===== src/hw/rtl/twma_pkg.sv =====
// package for the time window moving average block
// types and constants shared by the controller, datapath and divider
`default_nettype none
package twma_pkg;

    localparam int DataW = 32;
    localparam int SumW  = 42;
    localparam int CntW  = 10;

    typedef enum logic [3:0] {
        ST_IDLE,
        ST_STORE,
        ST_EVICT_RD,
        ST_EVICT_WAIT,
        ST_EVICT_CHK,
        ST_SCAN_INIT,
        ST_SCAN_RD,
        ST_DIV,
        ST_DONE
    } state_t;

    typedef struct packed {
        logic accept;      // capture input item
        logic store;       // write ring, add sample, advance write pointer
        logic rd_oldest;   // read entry at oldest pointer
        logic evict;       // subtract oldest and advance
        logic clear;       // clear pointers and sum
        logic scan_start;  // start min/max scan
        logic scan_step;   // read next scan entry
        logic div_start;
        logic finish;      // load output register
    } cmd_t;

    typedef struct packed {
        logic ring_full;
        logic period_zero;
        logic evict_ok;    // window not empty and difference >= period
        logic empty;
        logic scan_done;
        logic div_done;
    } stat_t;

endpackage
`default_nettype wire


===== src/hw/rtl/twma_ctrl.sv =====
// controller state machine for the moving average block
// uses twma_pkg; drives twma_dp by command, reads its status
`default_nettype none
module twma_ctrl (
    input  wire logic            clk,
    input  wire logic            rst_n,
    input  wire logic            in_valid,
    output logic                 in_ready,
    input  wire logic            out_busy,
    input  wire twma_pkg::stat_t st,
    output twma_pkg::cmd_t       cmd
);
    import twma_pkg::*;

    state_t state_reg, state_next;

    always_ff @(posedge clk or negedge rst_n)
    begin
        if (!rst_n)
            state_reg <= ST_IDLE;
        else
            state_reg <= state_next;
    end

    always_comb
    begin
        state_next = state_reg;
        cmd        = '0;
        in_ready   = 1'b0;
        unique case (state_reg)
            ST_IDLE:
            begin
                in_ready = 1'b1;
                if (in_valid)
                begin
                    cmd.accept = 1'b1;
                    state_next = ST_STORE;
                end
            end
            ST_STORE:
            begin
                cmd.store  = 1'b1;
                state_next = ST_EVICT_RD;
            end
            ST_EVICT_RD:
            begin
                if (st.period_zero)
                begin
                    cmd.clear  = 1'b1;
                    state_next = ST_SCAN_INIT;
                end
                else
                begin
                    cmd.rd_oldest = 1'b1;
                    state_next    = ST_EVICT_WAIT;
                end
            end
            ST_EVICT_WAIT:
                state_next = ST_EVICT_CHK;
            ST_EVICT_CHK:
            begin
                if (st.evict_ok)
                begin
                    cmd.evict  = 1'b1;
                    state_next = ST_EVICT_RD;
                end
                else
                    state_next = ST_SCAN_INIT;
            end
            ST_SCAN_INIT:
            begin
                cmd.scan_start = 1'b1;
                cmd.div_start  = 1'b1;
                state_next     = ST_SCAN_RD;
            end
            ST_SCAN_RD:
            begin
                if (st.scan_done)
                    state_next = ST_DIV;
                else
                    cmd.scan_step = 1'b1;
            end
            ST_DIV:
            begin
                if (st.div_done && !out_busy)
                    state_next = ST_DONE;
            end
            ST_DONE:
            begin
                cmd.finish = 1'b1;
                state_next = ST_IDLE;
            end
            default:
                state_next = ST_IDLE;
        endcase
    end

endmodule
`default_nettype wire


===== config.mk =====
export PLATFORM = sky130hd
export DESIGN_NAME = twma_ctrl
export DESIGN_NICKNAME = d
export VERILOG_FILES = /design/src/hw/rtl/twma_pkg.sv /design/src/hw/rtl/twma_ctrl.sv
export SDC_FILE = /design/constraint.sdc
export NUM_CORES = 1
export LEC_CHECK = 0
export BUFFER_PORTS_ARGS = -buffer_cell sky130_fd_sc_hd__buf_2
export CORE_AREA = 3 3 40 42
export DETAILED_ROUTE_END_ITERATION = 10
export DIE_AREA = 0 0 43 45
export PLACE_DENSITY = 0.61
export SYNTH_ARGS = -nofsm -noshare
export SYNTH_HDL_FRONTEND = slang
export SYNTH_SLANG_ARGS = --single-unit
export TNS_END_PERCENT = 50

===== constraint.sdc =====
create_clock -name clk -period 1.75 [get_ports clk]
set_input_delay 0.0875 -clock clk [delete_from_list [all_inputs] [get_ports clk]]
set_output_delay 0.0875 -clock clk [all_outputs]
set_load 0.005 [all_outputs]

[Word-level counts from Yosys, hierarchy flattened]
Index checks and enable logic that the tools add are counted.
Storage, ports and cells
  output and inout port bits: 10
  bits in registers: 4
  input bits: 10
Cells by class
  reductions and logical operators: 4
  mux-type cells: 20
  eq/ne operators: 11
Operators by type and width (count)
  $pmux W4 S8: 1
  $eq A4 B3 Y1 const B: 4
  $mux W1: 14
  $mux W4: 3
  $eq A4 B2 Y1 const B: 2
  $mux W3: 2
  $ne A2 B2 Y1 const B: 3
  $eq A4 B1 Y1 const B: 1
  $eq A4 B4 Y1 const B: 1
  $logic_not A4 Y1: 1
  $reduce_and A3 Y1: 1
  $logic_and A1 B1 Y1: 1
  $logic_not A1 Y1: 1

[Longest topological paths before layout]
  word-level depth: 4
  mapped depth: 4
  mapped depth without buffers: 3

[Worst setup path before layout]
Ideal clock, no wire load.
  path kind: reg-to-reg
  start: reg state_reg[1]
  end: reg state_reg[1]
  data arrival time: 1.096 ns
  slack: 0.528 ns
  period minus slack after synthesis: 1.222 ns
  cell stages (with the launch flop): 5
  library setup time: 0.126 ns
  cell sequence: dfrtp_1 buf_6 nor4_2 nor2_1 a311o_1
Between the ends
  cells in the longest elaborated chain, start to end: 3
RTL lines
  start, declared: line twma_ctrl.sv:15  | state_t state_reg, state_next;
  start signal, assigned: line twma_ctrl.sv:22  | state_reg <= state_next;
  $eq A4 B3 Y1 / $logic_not A4 Y1 (equally long branches): line twma_ctrl.sv:30  | unique case (state_reg)
  $ne A2 B2 Y1 (no line)
  $reduce_and A3 Y1 (no line)
Several ways; a longest one is shown, not always the timed one.
A chain may end at the register's enable or synchronous reset.

==> summary.md <==
| Metric | Value |
|---|---|
| Routed vias | ~360 |
| Slew Viols, Final | 0 |
| Critical Path, Cell by Cell | nand2b_4 > nor4b_1 > buf_2 |
| Clk Latency, worst-skew pair | between 0.2 and 0.25 ns |
| Placed instance count | roughly 70 |
| Crit path DAT | 1.40 ns |
| Synth Area in Compound Gates | 0.166 |
| Crit path kind | flip-flop to output port |
| Synth Instances | between 40 and 50 |
| Avg Inst Size Synth | approximately 9 um^2 |
| Hold Path Class | primary input to asynchronous set/reset pin |
| WP data required | between 1.5 and 2 ns |
| CP top delay family | flip-flops |
| Post-Synth Simple-Gate Area | 0.427 |
| Min Tclk post-route | between 1 and 1.5 ns |
| Status | finished clean |
| Share of post-route cells with drive strength above 1 | 0.439 |
| Worst-margin pin slew | roughly 0.44 ns |
| Cell Pwr Density | between 1500 and 2000 nW/um^2 |
| First-pass GRT wire length | approximately 1500 um |
| Post-synthesis cell type count | 26 |
| RSZ-0062 raised after global routing | false |
| Vias in the first global route | around 350 |
| FMAX | 674 MHz |
| Fillers | roughly 150 |
| Clock power frac | 0.145 |
| Commonest non-fill, non-tap cell in the layout | buf_2 |
| Clk slew on worst S/H paths | 0.04 ns |
| Post-DR wirelength/cell | between 10 and 15 um |
| Synth area leader | dfrtp_1 |
| Worst reg-to-reg path cell count | 3 |
| Syn Nets | 51 |
| Synthesized-area fraction occupied by adder cells | 0 |
| Main combinational cell family by area after synthesis | simple AND/OR/NAND/NOR gates |
| PortBufs | 17 |
| Post-Synth XOR/XNOR Area | 0 |
| Sw Share | 0.448 |
| Synth-to-Final Area Change | 24.4% |
| Setup violations, final | 0 |
| CTS tree | done |
| Most frequent cells in the layout | buf_2 (17), dfrtp_1 (4), nor2_1 (3), nor4b_1 (3), clkbuf_4 (3) |
| Post-CTS Setup Inserts | 0 |
| Post-route cell area | around 460 um^2 |
| Layout Nets | 69 |
| CP max stage cell | dfrtp_1 |
| Setup TNS | 0 ns |
| Ant. Diodes | 0 |
| Die width | around 43 um |
| RD Place Congestion | a little over 0.7 |
| DP Wirelength | a little over 600 um |
| Core footprint | 1280 um^2 |
| Hold Vio Cnt, Final | 0 |
| Pin count of the biggest net entering global routing | 14 |
| Seq/Total Area, Yosys | 0.271 |
| DRC violations left | 0 |
| Synth Cell Area | 369 um^2 |
| Grt total ovfl | 0 |
| Setup crit start kind | flip-flop |
| DR pass1 iterations | 4 |
| CTS max path bufs | 2 |
| Die H | 45 um |
| Top-area cell type share of the netlist area | 0.271 |
| WL met2 | 399 um |
| Die footprint | about 1900 um^2 |
| Instance count on the critical path | 3 |
| Sw Pwr | between 0.3 and 0.4 mW |
| Top Ports | 20 |
| GRT Util Overall | 0.106 |
| Fin Clk Skew | 0.00263 ns |
| M1 WL | about 350 um |
| Slew HR | 0.704 |
| Tcrit/Tclk final | 0.848 |
| Mux cell area share after synthesis | 0 |
| H-tree level count | 1 |
| Via density per instance | between 4 and 5 |
| Clock Tree Root | clkbuf_4 |
| MaxCap Viol Count | 0 |
| Slowest stage delay, CP | between 0.6 and 0.7 ns |
| Max reg flops | 4 |
| Seq cells post-synth | 4 |
| Initial Utilization | 0.287 |
| Comb power frac | 0.502 |
| Layout Utilization | 0.357 |
| CTS sink cnt | 4 |
| Rows | 13 |
| Yosys warns | 0 |
| Leak Pwr | ~0.22 nW |
| Drt total wl | ~810 um |
| Sequential power share | 0.353 |
| Area post-placement | 427 um^2 |
| CP Max Fanout | 13 |
| DRT iter0 DRCs | 1 |
| Antenna violations before repair | 0 |
| CTS Buf Count | 3 |
| Worst setup EP type | output port |
| CP Buf/Inv Count | 1 |
| VDD IR-drop max | 0.567 mV |
| Synth area leaders | dfrtp_1 (27%), buf_6 (9.2%), nor4b_1 (7.1%), nor3_2 (5.4%), and2b_1 (4.1%) |
| Internal Power | about 0.43 mW |
| Fin cells | 72 |
| WL met3 | around 60 um |
| Post-DRT Antenna Nets | 0 |
| DR top layer | met3 |
==> cells in the mapped netlist, drive strengths merged <==
cell type  number
buf             5
dfrtp           4
nor3            4
nand2b          3
nor2            3
nor4            3
nor4b           3
o21ai           3
and2b           2
a211o           1
a21oi           1
a311o           1
a31o            1
a31oi           1
and2            1
inv             1
nand2           1
nor2b           1
nor3b           1
o21bai          1
==> worst paths after layout <==
| check | start | endpoint | slack [ns] |
|---|---|---|---|
| setup / recovery | state_reg[2] | cmd[5] | 0.27 |
| hold / removal | rst_n | state_reg[0] | 0.19 |
| setup reg to reg | state_reg[2] | state_reg[1] | 0.40 |
| hold reg to reg | state_reg[0] | state_reg[3] | 0.74 |
| max in group asynchronous | rst_n | state_reg[2] | 1.45 |
| min in group clk | in_valid | state_reg[0] | 0.30 |
==> stage by stage <==
step / power, mW / setup WS [ns] / hold slack [ns]
after CTS: 0.804 / 0.239 / 0.180
after global placement: 0.670 / 0.429 / -0.108
after global routing: 0.875 / 0.144 / 0.208
after detailed placement: 0.679 / 0.404 / -0.105
after floorplan: 0.634 / 0.528 / -0.208
final: 0.787 / 0.266 / 0.187
==> power by group through the flow <==
stage / Combinational [mW] / Clock, mW / Sequential (mW)
6_report: 0.395 / 0.114 / 0.278
4_1_cts: 0.401 / 0.123 / 0.279
2_1_floorplan: 0.458 / 0 / 0.176
3_5_place_dp: 0.399 / 0 / 0.280
3_3_place_gp: 0.392 / 0 / 0.278
5_1_grt: 0.444 / 0.127 / 0.303
==> repair_timing <==
action / in CTS / in global routing
hold endpoints to repair: 4 / 0
resized for setup: 0 / 0
hold buffers: 1 / 0
==> kinds of logic after synthesis <==
family                 after synthesis
DFF                                  4
AOI/OAI and AO/OA                    9
buffers and inverters                6
and+or+nand+nor                     22
==> metal layers <==
metal | vias to the layer above | GRT usage
met5 | - | 0
met4 | 0 | 0.0542
met3 | 0 | 0.0478
met2 | 11 | 0.165
met1 | 167 | 0.124
li1 | 180 | -
==> cell type report <==
class | count | area (um^2) | share of cell area
repair buffers | 18 | 95.1 | 0.207
clock buffers | 3 | 22.5 | 0.0490
flip-flops and latches | 4 | 100 | 0.218
well taps | 15 | 18.8 | 0.0409
multi-input cells | 31 | 219 | 0.477
inverters | 1 | 3.75 | 0.00817
(Power assumes the default switching activity.)
